[src/rtl/core/sipf_pkg.sv]
// Shared types and constants for the SI prefix value formatter.
// Holds the configuration struct, the front-to-back record and character codes.
// No dependencies.
`default_nettype none

package sipf_pkg;

  // Decimal digits carried from front to back (two to seven significant digits)
  localparam int REC_DIGITS = 7;

  // Character codes
  localparam logic [7:0] CH_MINUS = 8'h2d;
  localparam logic [7:0] CH_PLUS  = 8'h2b;
  localparam logic [7:0] CH_DOT   = 8'h2e;
  localparam logic [7:0] CH_ZERO  = 8'h30;

  // Configuration register indexes
  typedef enum logic [1:0] {
    CFG_LONG_FORMAT = 2'd0,
    CFG_SKIP_NANO   = 2'd1,
    CFG_SHOW_SIGN   = 2'd2
  } cfg_index_t;

  typedef struct packed {
    logic long_format;
    logic skip_nano;
    logic show_sign;
  } cfg_t;

  // One formatted value, ready for serialisation
  typedef struct packed {
    logic                           sign_en;
    logic [7:0]                     sign_ch;
    logic                           lead_dot;
    logic [REC_DIGITS-1:0][3:0]     digs;     // BCD, least significant first
    logic [2:0]                     len;      // significant digits
    logic [3:0]                     total;    // digits incl. padding zeros
    logic                           has_pt;   // inner decimal point present
    logic [3:0]                     off;      // point follows digit at this countdown
    logic [7:0]                     prefix;   // zero means none
    logic [7:0]                     unit;     // zero means none
  } fmt_rec_t;

  // SI prefix letter for a prefix index, femto upwards
  function automatic logic [7:0] prefix_char(input logic [3:0] idx);
    logic [7:0] ch;
    unique case (idx)
      4'd0:    ch = 8'h66;  // f
      4'd1:    ch = 8'h70;  // p
      4'd2:    ch = 8'h6e;  // n
      4'd3:    ch = 8'h75;  // u
      4'd4:    ch = 8'h6d;  // m
      4'd6:    ch = 8'h6b;  // k
      4'd7:    ch = 8'h4d;  // M
      default: ch = 8'h00;  // unity and beyond mega
    endcase
    return ch;
  endfunction

endpackage

`default_nettype wire

[src/rtl/core/sipf_front.sv]
// Front end of the formatter: takes a value, converts it to BCD, rounds it to
// the digit limit and works out prefix, point place and padding.
// Depends on sipf_pkg.
`default_nettype none

module sipf_front #(
  parameter int VALUE_WIDTH = 32
) (
  input  logic                   clk,
  input  logic                   rst,
  input  sipf_pkg::cfg_t         cfg,
  input  logic                   start,
  input  logic [VALUE_WIDTH-1:0] value,
  input  logic signed [4:0]      exponent,
  input  logic [7:0]             unit_char,
  input  logic [3:0]             digit_count,
  input  logic                   leading_zeros,
  input  logic                   force_plus,
  output logic                   busy,
  output logic                   push,
  output sipf_pkg::fmt_rec_t     push_rec,
  input  logic                   q_full
);
  import sipf_pkg::*;

  localparam int PAD_W      = ((VALUE_WIDTH + 3) / 4) * 4;
  localparam int CONV_STEPS = PAD_W / 4;
  localparam int CNT_W      = $clog2(CONV_STEPS);
  localparam int NUM_DIG    = (VALUE_WIDTH * 301) / 1000 + 1;
  localparam int NDIG_W     = $clog2(NUM_DIG + 1);
  localparam int EXT_DIG    = (NUM_DIG > REC_DIGITS) ? NUM_DIG : REC_DIGITS;
  localparam logic [CNT_W-1:0] CNT_LAST = CNT_W'(CONV_STEPS - 1);

  typedef enum logic [1:0] {
    F_IDLE,
    F_CONV,
    F_ROUND,
    F_PUSH
  } fstate_t;

  fstate_t                 fstate;
  logic [PAD_W-1:0]        sh;
  logic [NUM_DIG*4-1:0]    bcd;
  logic [CNT_W-1:0]        cnt;
  logic signed [5:0]       exp_r;
  logic [2:0]              lim;
  logic [7:0]              unit_r;
  logic [3:0]              dcnt_r;
  logic                    lz_r;
  logic                    sign_en_r;
  logic [7:0]              sign_ch_r;
  logic [3:0]              idx0;
  logic [1:0]              off0;
  logic [2:0]              len_r;

  logic                    neg;
  logic [VALUE_WIDTH-1:0]  mag;
  logic [2:0]              lim_next;
  logic [NUM_DIG*4-1:0]    bcd_conv;
  logic [PAD_W-1:0]        sh_conv;
  logic [NDIG_W-1:0]       ndig;
  logic [NUM_DIG*4-1:0]    rnd;
  logic                    carry;
  logic [5:0]              e17;
  logic [11:0]             prod;
  logic [3:0]              quo;
  logic [5:0]              rem6;

  // Sign, magnitude and digit limit at the transfer
  always_comb begin
    neg = cfg.show_sign && value[VALUE_WIDTH-1];
    mag = neg ? (~value + VALUE_WIDTH'(1)) : value;
    unique case (digit_count)
      4'd3:    lim_next = 3'd3;
      4'd4:    lim_next = 3'd4;
      4'd5:    lim_next = cfg.long_format ? 3'd5 : 3'd2;
      4'd6:    lim_next = cfg.long_format ? 3'd6 : 3'd2;
      4'd7:    lim_next = cfg.long_format ? 3'd7 : 3'd2;
      default: lim_next = 3'd2;
    endcase
  end

  // Double dabble, four bits a cycle
  always_comb begin
    bcd_conv = bcd;
    sh_conv  = sh;
    for (int b = 0; b < 4; b++) begin
      for (int i = 0; i < NUM_DIG; i++) begin
        if (bcd_conv[i*4 +: 4] >= 4'd5) begin
          bcd_conv[i*4 +: 4] = bcd_conv[i*4 +: 4] + 4'd3;
        end
      end
      bcd_conv = {bcd_conv[NUM_DIG*4-2:0], sh_conv[PAD_W-1]};
      sh_conv  = {sh_conv[PAD_W-2:0], 1'b0};
    end
  end

  // Digit count and one round-half-up step by ten
  always_comb begin
    ndig = NDIG_W'(1);
    for (int i = 0; i < NUM_DIG; i++) begin
      if (bcd[i*4 +: 4] != 4'd0) begin
        ndig = NDIG_W'(i + 1);
      end
    end
    rnd   = {4'd0, bcd[NUM_DIG*4-1:4]};
    carry = (bcd[3:0] >= 4'd5);
    for (int i = 0; i < NUM_DIG; i++) begin
      if (carry) begin
        if (rnd[i*4 +: 4] == 4'd9) begin
          rnd[i*4 +: 4] = 4'd0;
        end else begin
          rnd[i*4 +: 4] = rnd[i*4 +: 4] + 4'd1;
          carry = 1'b0;
        end
      end
    end
  end

  // Prefix index and point offset: (exp + 17) / 3 by reciprocal
  always_comb begin
    e17  = exp_r + 6'd17;
    prod = 12'(e17) * 12'd43;
    quo  = prod[10:7];
    rem6 = e17 - 6'(quo) * 6'd3;
  end

  // Final placement: prefix shift, padding and decimal point
  logic [3:0]        idx_a;
  logic [3:0]        off_a;
  logic [3:0]        pad_diff;
  logic [2:0]        rsh0;
  logic [2:0]        rsh;
  logic signed [5:0] pos;
  logic              lead;
  logic [3:0]        lead_diff;
  logic [EXT_DIG*4-1:0] bcd_ext;

  always_comb begin
    idx_a = idx0;
    off_a = {2'b00, off0};
    if (cfg.long_format && (5'(len_r) > 5'(off_a) + 5'd4) &&
        (!cfg.skip_nano || idx_a != 4'd0)) begin
      idx_a = idx_a + 4'd1;
      off_a = off_a + 4'd3;
    end
    if (cfg.skip_nano && idx_a == 4'd2) begin
      idx_a = idx_a + 4'd1;
      off_a = off_a + 4'd3;
    end

    pad_diff = dcnt_r - 4'(len_r);
    if (lz_r && dcnt_r > 4'(len_r)) begin
      rsh0 = (pad_diff > 4'd6) ? 3'd6 : pad_diff[2:0];
    end else begin
      rsh0 = 3'd0;
    end

    pos       = $signed(6'(len_r) + 6'(rsh0) - 6'(off_a));
    lead      = (pos <= 6'sd0);
    lead_diff = off_a - 4'(len_r);
    if (lead) begin
      if (off_a <= 4'(len_r)) rsh = 3'd0;
      else rsh = (lead_diff > 4'd6) ? 3'd6 : lead_diff[2:0];
    end else begin
      rsh = rsh0;
    end

    bcd_ext = (EXT_DIG*4)'(bcd);

    push_rec.sign_en  = sign_en_r;
    push_rec.sign_ch  = sign_ch_r;
    push_rec.lead_dot = lead;
    push_rec.digs     = bcd_ext[REC_DIGITS*4-1:0];
    push_rec.len      = len_r;
    push_rec.total    = 4'(len_r) + 4'(rsh);
    push_rec.has_pt   = !lead && (off_a != 4'd0);
    push_rec.off      = off_a;
    push_rec.prefix   = prefix_char(idx_a);
    push_rec.unit     = unit_r;
  end

  assign busy = (fstate != F_IDLE);
  assign push = (fstate == F_PUSH) && !q_full;

  // Sequencer
  always_ff @(posedge clk) begin
    if (rst) begin
      fstate <= F_IDLE;
    end else begin
      unique case (fstate)
        F_IDLE: begin
          if (start) begin
            sh        <= PAD_W'(mag);
            bcd       <= '0;
            cnt       <= '0;
            exp_r     <= {exponent[4], exponent};
            lim       <= lim_next;
            unit_r    <= unit_char;
            dcnt_r    <= digit_count;
            lz_r      <= leading_zeros;
            sign_en_r <= neg || (cfg.show_sign && force_plus);
            sign_ch_r <= neg ? CH_MINUS : CH_PLUS;
            fstate    <= F_CONV;
          end
        end
        F_CONV: begin
          bcd <= bcd_conv;
          sh  <= sh_conv;
          cnt <= cnt + CNT_W'(1);
          if (cnt == CNT_LAST) fstate <= F_ROUND;
        end
        F_ROUND: begin
          if (ndig > NDIG_W'(lim)) begin
            bcd   <= rnd;
            exp_r <= exp_r + 6'sd1;
          end else begin
            idx0   <= quo;
            off0   <= 2'd2 - rem6[1:0];
            len_r  <= 3'(ndig);
            fstate <= F_PUSH;
          end
        end
        F_PUSH: begin
          if (!q_full) fstate <= F_IDLE;
        end
        default: fstate <= F_IDLE;
      endcase
    end
  end

endmodule

`default_nettype wire

[src/rtl/core/sipf_queue.sv]
// Two-entry queue of formatted records between front and back ends.
// Depends on sipf_pkg.
`default_nettype none

module sipf_queue (
  input  logic               clk,
  input  logic               rst,
  input  logic               push,
  input  sipf_pkg::fmt_rec_t push_rec,
  output logic               full,
  input  logic               pop,
  output sipf_pkg::fmt_rec_t pop_rec,
  output logic               empty
);
  import sipf_pkg::*;

  fmt_rec_t   mem [2];
  logic       wr_ptr;
  logic       rd_ptr;
  logic [1:0] count;

  assign full    = (count == 2'd2);
  assign empty   = (count == 2'd0);
  assign pop_rec = mem[rd_ptr];

  // Storage
  always_ff @(posedge clk) begin
    if (push) mem[wr_ptr] <= push_rec;
  end

  // Pointers and fill level
  always_ff @(posedge clk) begin
    if (rst) begin
      wr_ptr <= 1'b0;
      rd_ptr <= 1'b0;
      count  <= 2'd0;
    end else begin
      if (push) wr_ptr <= ~wr_ptr;
      if (pop)  rd_ptr <= ~rd_ptr;
      unique case ({push, pop})
        2'b10:   count <= count + 2'd1;
        2'b01:   count <= count - 2'd1;
        default: count <= count;
      endcase
    end
  end

endmodule

`default_nettype wire

[src/rtl/core/sipf_back.sv]
// Back end of the formatter: serialises one record as characters, one a cycle.
// Depends on sipf_pkg.
`default_nettype none

module sipf_back (
  input  logic               clk,
  input  logic               rst,
  input  logic               q_empty,
  input  sipf_pkg::fmt_rec_t q_rec,
  output logic               pop,
  output logic               char_strobe,
  output logic [7:0]         char_code,
  output logic               last_char
);
  import sipf_pkg::*;

  typedef enum logic [2:0] {
    B_IDLE,
    B_SIGN,
    B_DOT,
    B_DIG,
    B_PT,
    B_PRE,
    B_UNIT
  } bstate_t;

  bstate_t    bstate;
  fmt_rec_t   rec;
  logic [3:0] k;        // digit countdown, zero is the last digit
  logic [7:0] dig_ch;
  logic       no_tail;

  assign pop     = (bstate == B_IDLE) && !q_empty;
  assign no_tail = (rec.prefix == 8'h00) && (rec.unit == 8'h00);

  // Digit character: a significant digit, or a padding zero above the significant digits
  always_comb begin
    if (k < 4'(rec.len)) dig_ch = CH_ZERO + 8'(rec.digs[k[2:0]]);
    else dig_ch = CH_ZERO;
  end

  // Character sequencer with registered outputs
  always_ff @(posedge clk) begin
    if (rst) begin
      bstate      <= B_IDLE;
      char_strobe <= 1'b0;
      last_char   <= 1'b0;
    end else begin
      char_strobe <= 1'b0;
      last_char   <= 1'b0;
      unique case (bstate)
        B_IDLE: begin
          if (!q_empty) begin
            rec <= q_rec;
            k   <= q_rec.total - 4'd1;
            if (q_rec.sign_en) bstate <= B_SIGN;
            else if (q_rec.lead_dot) bstate <= B_DOT;
            else bstate <= B_DIG;
          end
        end
        B_SIGN: begin
          char_strobe <= 1'b1;
          char_code   <= rec.sign_ch;
          bstate      <= rec.lead_dot ? B_DOT : B_DIG;
        end
        B_DOT: begin
          char_strobe <= 1'b1;
          char_code   <= CH_DOT;
          bstate      <= B_DIG;
        end
        B_DIG: begin
          char_strobe <= 1'b1;
          char_code   <= dig_ch;
          last_char   <= (k == 4'd0) && no_tail;
          if (k == 4'd0) begin
            if (rec.prefix != 8'h00) bstate <= B_PRE;
            else if (rec.unit != 8'h00) bstate <= B_UNIT;
            else bstate <= B_IDLE;
          end else begin
            k      <= k - 4'd1;
            bstate <= (rec.has_pt && k == rec.off) ? B_PT : B_DIG;
          end
        end
        B_PT: begin
          char_strobe <= 1'b1;
          char_code   <= CH_DOT;
          bstate      <= B_DIG;
        end
        B_PRE: begin
          char_strobe <= 1'b1;
          char_code   <= rec.prefix;
          last_char   <= (rec.unit == 8'h00);
          bstate      <= (rec.unit != 8'h00) ? B_UNIT : B_IDLE;
        end
        B_UNIT: begin
          char_strobe <= 1'b1;
          char_code   <= rec.unit;
          last_char   <= 1'b1;
          bstate      <= B_IDLE;
        end
        default: bstate <= B_IDLE;
      endcase
    end
  end

endmodule

`default_nettype wire

[src/rtl/core/si_prefix_value_formatter.sv]
// Top level of the SI prefix value formatter: configuration registers, front
// end, record queue and character back end.
// Depends on sipf_pkg, sipf_front, sipf_queue and sipf_back.
//
//   channel   signals                                         transfer when
//   -------   ---------------------------------------------   -----------------
//   input     value exponent unit_char digit_count            start && !busy
//             leading_zeros force_plus
//   output    char_code last_char                             char_strobe
//   config    cfg_index cfg_wr_data                           cfg_wr_en
//
// In the front end a value goes through BCD conversion, then as many rounding steps
// by ten as the digit limit needs, then the push into the record queue.
// The back end emits one character a cycle, and none while it loads the next record.
// A two-record queue lets the front end take the next value while characters go out.
// Reset is synchronous and active high; registers return to long_format = 1,
// skip_nano = 0, show_sign = 1. Characters cannot be held off by the receiver.
`default_nettype none

module si_prefix_value_formatter #(
  parameter int VALUE_WIDTH = 32
) (
  input  logic                   clk,
  input  logic                   rst,
  input  logic                   start,
  output logic                   busy,
  input  logic [VALUE_WIDTH-1:0] value,
  input  logic signed [4:0]      exponent,
  input  logic [7:0]             unit_char,
  input  logic [3:0]             digit_count,
  input  logic                   leading_zeros,
  input  logic                   force_plus,
  output logic                   char_strobe,
  output logic [7:0]             char_code,
  output logic                   last_char,
  input  logic                   cfg_wr_en,
  input  logic [1:0]             cfg_index,
  input  logic                   cfg_wr_data
);
  import sipf_pkg::*;

  cfg_t     cfg;
  logic     push;
  logic     pop;
  logic     q_full;
  logic     q_empty;
  fmt_rec_t push_rec;
  fmt_rec_t pop_rec;

  // Configuration registers
  always_ff @(posedge clk) begin
    if (rst) begin
      cfg.long_format <= 1'b1;
      cfg.skip_nano   <= 1'b0;
      cfg.show_sign   <= 1'b1;
    end else if (cfg_wr_en) begin
      unique case (cfg_index)
        CFG_LONG_FORMAT: cfg.long_format <= cfg_wr_data;
        CFG_SKIP_NANO:   cfg.skip_nano   <= cfg_wr_data;
        CFG_SHOW_SIGN:   cfg.show_sign   <= cfg_wr_data;
        default:         cfg             <= cfg;
      endcase
    end
  end

  sipf_front #(
    .VALUE_WIDTH (VALUE_WIDTH)
  ) u_front (
    .clk           (clk),
    .rst           (rst),
    .cfg           (cfg),
    .start         (start),
    .value         (value),
    .exponent      (exponent),
    .unit_char     (unit_char),
    .digit_count   (digit_count),
    .leading_zeros (leading_zeros),
    .force_plus    (force_plus),
    .busy          (busy),
    .push          (push),
    .push_rec      (push_rec),
    .q_full        (q_full)
  );

  sipf_queue u_queue (
    .clk      (clk),
    .rst      (rst),
    .push     (push),
    .push_rec (push_rec),
    .full     (q_full),
    .pop      (pop),
    .pop_rec  (pop_rec),
    .empty    (q_empty)
  );

  sipf_back u_back (
    .clk         (clk),
    .rst         (rst),
    .q_empty     (q_empty),
    .q_rec       (pop_rec),
    .pop         (pop),
    .char_strobe (char_strobe),
    .char_code   (char_code),
    .last_char   (last_char)
  );

endmodule

`default_nettype wire

[config.mk]
export PLATFORM = sky130hd
export DESIGN_NAME = si_prefix_value_formatter
export DESIGN_NICKNAME = d
export VERILOG_FILES = /design/src/rtl/core/sipf_pkg.sv /design/src/rtl/core/sipf_front.sv /design/src/rtl/core/sipf_queue.sv /design/src/rtl/core/sipf_back.sv /design/src/rtl/core/si_prefix_value_formatter.sv
export SDC_FILE = /design/constraint.sdc
export NUM_CORES = 1
export LEC_CHECK = 0
export ABC_AREA = 1
export BUFFER_PORTS_ARGS = -buffer_cell sky130_fd_sc_hd__buf_2
export CAP_MARGIN = 10
export CORE_MARGIN = 1
export CORE_UTILIZATION = 35
export DETAILED_ROUTE_END_ITERATION = 16
export GPL_TIMING_DRIVEN = 0
export PLACE_DENSITY = 0.51
export SYNTH_ARGS = -nofsm -noshare
export SYNTH_HDL_FRONTEND = slang
export SYNTH_HIERARCHICAL = 1
export SYNTH_SLANG_ARGS = --single-unit
export TNS_END_PERCENT = 30
[constraint.sdc]
create_clock -name clk -period 11.84 [get_ports clk]
set_input_delay 2.368 -clock clk [delete_from_list [all_inputs] [get_ports clk]]
set_output_delay 2.368 -clock clk [all_outputs]
set_load 0.02 [all_outputs]
Word level (Yosys, flattened, before mapping)
Memories as Yosys holds them, arrays and structs flattened. A register that Yosys moved wholly into a read port is not among the register bits.
Cells that the tools add are included.
{ "word_totals": {"register_bits": 202, "ram_bits": 130, "out_inout_bits": 11, "mem_count": 1} }
{ "mem_list": {"columns": ["memory", "depth", "word_bits", "rd", "rd_ports_with_merged_regs", "write_ports", "line", "text"], "rows": [
  ["u_queue.mem", 2, 65, 1, 1, 1, "sipf_queue.sv:17", "fmt_rec_t mem [2];"]
]} }
{ "op_classes": {"n_addsub": 70, "multipliers": 2, "n_lt_le_gt_ge": 49, "n_eq_ne": 44, "mux": 140, "bitwise": 6, "reduce_logical": 60} }
{ "ops": {"columns": ["cell", "count"], "rows": [
  ["$mux 4", 64],
  ["$ge 4x3->1 const B", 40],
  ["$add 4x2->4 const B", 37],
  ["$pmux 40 s3", 1],
  ["$mux 40", 2],
  ["$mux 3", 24],
  ["$mux 32", 2],
  ["$pmux 32 s2", 1],
  ["$pmux 7 s7", 1],
  ["$add 4x1->4 const B", 11],
  ["$reduce_bool 4->1", 11],
  ["$pmux 8 s5", 1],
  ["$eq 4x4->1 const B", 9],
  ["$add 32x1->32 const B", 1],
  ["$not 32->32", 1],
  ["$pmux 3 s5", 2],
  ["$eq 4x3->1 const B", 7],
  ["$mux 1", 26],
  ["$eq 4x2->1 const B", 4],
  ["$logic_not 8->1", 2],
  ["$reduce_and 4->1", 4],
  ["$reduce_bool 8->1", 2],
  ["$add 3x2->3 const B", 4],
  ["$bmux 4 s3", 1],
  ["55 further kinds", 113]
]} }

Logic depth before layout (Yosys ltp)
{ "depth": {"ltp_word": 14, "ltp_mapped": 32} }

Hierarchy
The synthesis kept the hierarchy.
{ "modules_own_cells": {"columns": ["module", "instances", "cells_each", "area_each_um2", "seq_area_each_um2"], "rows": [
  ["sipf_front", 1, 1880, 12789.8, 3313.2],
  ["sipf_queue", 1, 238, 5148.7, 4063.9],
  ["sipf_back", 1, 302, 3370.7, 2292.2],
  ["si_prefix_value_formatter", 1, 20, 141.4, 60.1]
]} }

Worst setup path after synthesis
OpenSTA, ideal clock, no wires.
{ "synth_path": {"path_type": "input port to flip-flop", "start": "input port rst", "end": "register u_back/rec[0] (netlist name), enable pin", "arrival_ps": 6562, "required_time_ps": 11285, "path_slack_ps": 4723, "cell_stages": 1, "n_path_buf": 0, "path_cell_list": "nor3_1"} }
{ "synth_via": {"elab_chain_len": 2} }
{ "synth_rtl": {"columns": ["item", "line", "text"], "rows": [
  ["start, declared", "si_prefix_value_formatter.sv:24", "input logic rst,"],
  ["$not 1->1 (no line)", null, null],
  ["$reduce_and 3->1 (no line)", null, null],
  ["end signal, assigned", "sipf_back.sv:54", "rec <= q_rec;"],
  ["end, declared", "sipf_back.sv:28", "fmt_rec_t rec;"]
]} }
Every way passes these cells.
A chain may end at the register's enable or synchronous reset.

==> flow_metrics.env <==
export IMPL_outcome="completed"
export IMPL_cts_buffer_depth=3
export IMPL_slew_headroom_pct=32.1
export IMPL_ctsHtreeMaxLevel=2
export IMPL_area_growth_pct=12.9
export IMPL_cts_buffers=40
export IMPL_crit_buf_inv=4
export IMPL_ctsResizeCount=0
export IMPL_crit_fanout=9
export IMPL_core_um2=60500
export IMPL_grt_overflow=0
export IMPL_die_x_um=250
export IMPL_final_util_pct=40.1
export IMPL_rsz0062_at_grt="false"
export IMPL_worstMarginPinSlew_ns=1.01
export IMPL_cts_sinks=329
export IMPL_seq_area_frac_synth_pct=45.4
export IMPL_synth_edff_count=314
export IMPL_grt_usage_pct=16.1
export IMPL_syn_area_um2=21500
export IMPL_start_util_pct=35.5
export IMPL_ys_flop_type="edfxtp_1"
export IMPL_place_area_um2=23000
export IMPL_period_needed_ns=5.80
export IMPL_firstDrtPassIters=6
export IMPL_dp_hpwl_um=38400
export IMPL_hp_class="register to register"
export IMPL_dr_first_iter_drc_count=849
export IMPL_grt_max_degree=38
export IMPL_fin_tns_setup_ns=0
export IMPL_fp_dieArea_um2=62300
export IMPL_netlist_instances=2440
export IMPL_die_h_um=250
export IMPL_drive_gt1_share_pct=12.7
export IMPL_fillers=5893
export IMPL_final_nets=2785
export IMPL_finalHoldViolations=0
export IMPL_drv_slew=0
export IMPL_crit_path_frequent_cell="nand2_1"
export IMPL_cts_root_buf="clkbuf_16"
export IMPL_slowest_delay_ns=0.60
export IMPL_vias_per_cell=4.83
export IMPL_drc_errors=0
export IMPL_antenna_found_initial=0
export IMPL_ys_seq_elements=329
export IMPL_async_flop_share_pct=0
export IMPL_fmax_mhz=172
export IMPL_routed_wl_um=50500
export IMPL_slowest_stage="edfxtp_1"
export IMPL_critPathCaptureType="register"
export IMPL_cts_hold_fix_buffers=0
export IMPL_cp_top_family="adder cells"
export IMPL_ant_nets=0
export IMPL_ios=69
export IMPL_cp_required_ns=12.14
export IMPL_crit_arrival_ns=6.10
export IMPL_vias=16300
export IMPL_wl_per_cell_um=14.9
export IMPL_setup_viol=0
export IMPL_portBuffers=68
export IMPL_ys_types=61
export IMPL_ys_warn_count=6
export IMPL_synth_area_leaders="edfxtp_1 44%, nand2_1 9.8%, ha_1 8.9%, inv_1 6.1%, nand3_1 5.5%"
export IMPL_cts_tree="yes"
export IMPL_yosysTopAreaCellShare_pct=44.0
export IMPL_crit_type="register to register"
export IMPL_synth_area_leader_cell="edfxtp_1"
export IMPL_grt_pass1_vias=15800
export IMPL_place_congestion=0.863
export IMPL_rows=90
export IMPL_clk_pin_slew_ns=0.06
export IMPL_multi_input_area_um2=9910
export IMPL_period_share_pct=49.0
export IMPL_post_cts_setup_buffer_count=0
export IMPL_maxCapViolCount=0
export IMPL_fin_skew_ns=0.0203
export IMPL_synth_avg_cell_area_um2=8.79
export IMPL_clkLatencyLatePin_ns=0.57
export IMPL_grt_first_pass_wirelength_um=80500
export IMPL_regArea_um2=9730
export IMPL_startpoint_type="register"
export IMPL_diodes=0
export IMPL_final_area_um2=24200
[worst paths after layout]
check | from | cells after the start | slack [ns] | to
max | u_front/len_r[1]$_DFFE_PP_ | 25 | 6.04 | u_queue/mem[1][22]$_DFFE_PP_
min | u_front/unit_r[7]$_DFFE_PP_ | 0 | 0.46 | u_queue/mem[0][7]$_DFFE_PP_
max reg2reg | u_front/len_r[1]$_DFFE_PP_ | 25 | 6.04 | u_queue/mem[1][22]$_DFFE_PP_
min reg2reg | u_front/unit_r[7]$_DFFE_PP_ | 0 | 0.46 | u_queue/mem[0][7]$_DFFE_PP_
[registers in the layout (all words and copies together) (netlist names), 2 cells and up, named ones only]
| name | flops |
|---|---|
| u_front/len_r | 3 |
| u_front/idx0 | 4 |
| u_front/sign_ch_r | 2 |
| u_back/bstate | 3 |
| u_front/cnt | 3 |
| u_back/char_code | 8 |
| u_queue/count | 2 |
| u_back/rec | 61 |
| u_front/off0 | 2 |
| cfg | 3 |
| u_front/unit_r | 8 |
| u_front/lim | 3 |
| u_queue/mem | 132 |
| u_front/sh | 32 |
| u_front/bcd | 40 |
| u_back/k | 4 |
| u_front/dcnt_r | 4 |
| u_front/exp_r | 6 |
| u_front/fstate | 2 |
[per-layer routing]
metal | track usage, % | part of all wire [%] | vias to the layer above | routed length [um]
met3 | 2.28 | 4.0 | 78 | 2040
met2 | 27.6 | 48 | 306 | 24100
met1 | 20.6 | 45 | 7561 | 22800
li1 | - | - | 8357 | -
met4 | 6.28 | 3.1 | 0 | 1560
met5 | 0 | 0 | - | 0
[layout make-up]
class | instances | area share [%]
buffer | 69 | 1.93
clock buffer | 47 | 4.33
clock inverter | 24 | 0.821
inverter | 366 | 5.71
multi-input combinational | 1681 | 40.9
sequential | 329 | 40.2
tap | 782 | 4.04
timing repair buffer | 78 | 2.08
[placed cells by master, fill, tap and decap left out, types with 39 or more instances in the layout]
cell type | netlist | routed
buf_2 | 4 | 72
mux2_4 | 40 | 40
edfxtp_1 | 314 | 314
ha_1 | 153 | 153
clkbuf_16 | 0 | 41
nor2_1 | 205 | 202
nand3_1 | 237 | 237
nand2_1 | 560 | 560
a21oi_1 | 114 | 114
buf_4 | 38 | 39
inv_1 | 346 | 345
o21ai_0 | 93 | 93
[cells by family after synthesis]
| family | count (synthesis) | share of synthesized area, % |
|---|---|---|
| muxes | 66 | 4.16 |
| and+or+nand+nor | 1107 | 22.5 |
| AOI/OAI and AO/OA | 293 | 7.57 |
| DFF | 329 | 45.4 |
| other | 2 | 0.0350 |
| xor gates and xnor gates | 46 | 1.98 |
| buffers and inverters | 435 | 8.62 |
| adders and majority gates | 162 | 9.76 |
[Yosys cell counts (15+ instances only)]
master    number
a21oi_1      114
buf_4         38
clkbuf_1      16
dfxtp_1       15
edfxtp_1     314
ha_1         153
inv_1        346
mux2_2        26
mux2_4        40
nand2_1      560
nand3_1      237
nor2_1       205
o211ai_1      20
o21ai_0       93
o21ai_1       27
or2_2         23
xor2_1        30
[worst register-to-register path, delay by kind of cell (launching register included)]
family,cells,cell delay [ns]
AOI/OAI and AO/OA,5,0.86
DFF,1,0.60
and+or+nand+nor,9,1.47
xor gates and xnor gates,1,0.14
buffers and inverters,4,0.30
adders and majority gates,6,2.18
[through the flow]
stage	hold WS (ns)	worst slack (ns)	instances
4_1_cts	0.455	5.99	3376
3_3_place_gp	0.425	2.20	3295
6_report	0.455	6.04	3376
3_5_place_dp	0.438	5.97	3305
2_1_floorplan	0.421	4.72	2445
5_1_grt	0.464	5.60	3376
Power is not shown: default switching activity piles up to over one toggle a cycle in this logic, so the estimate is an artifact.
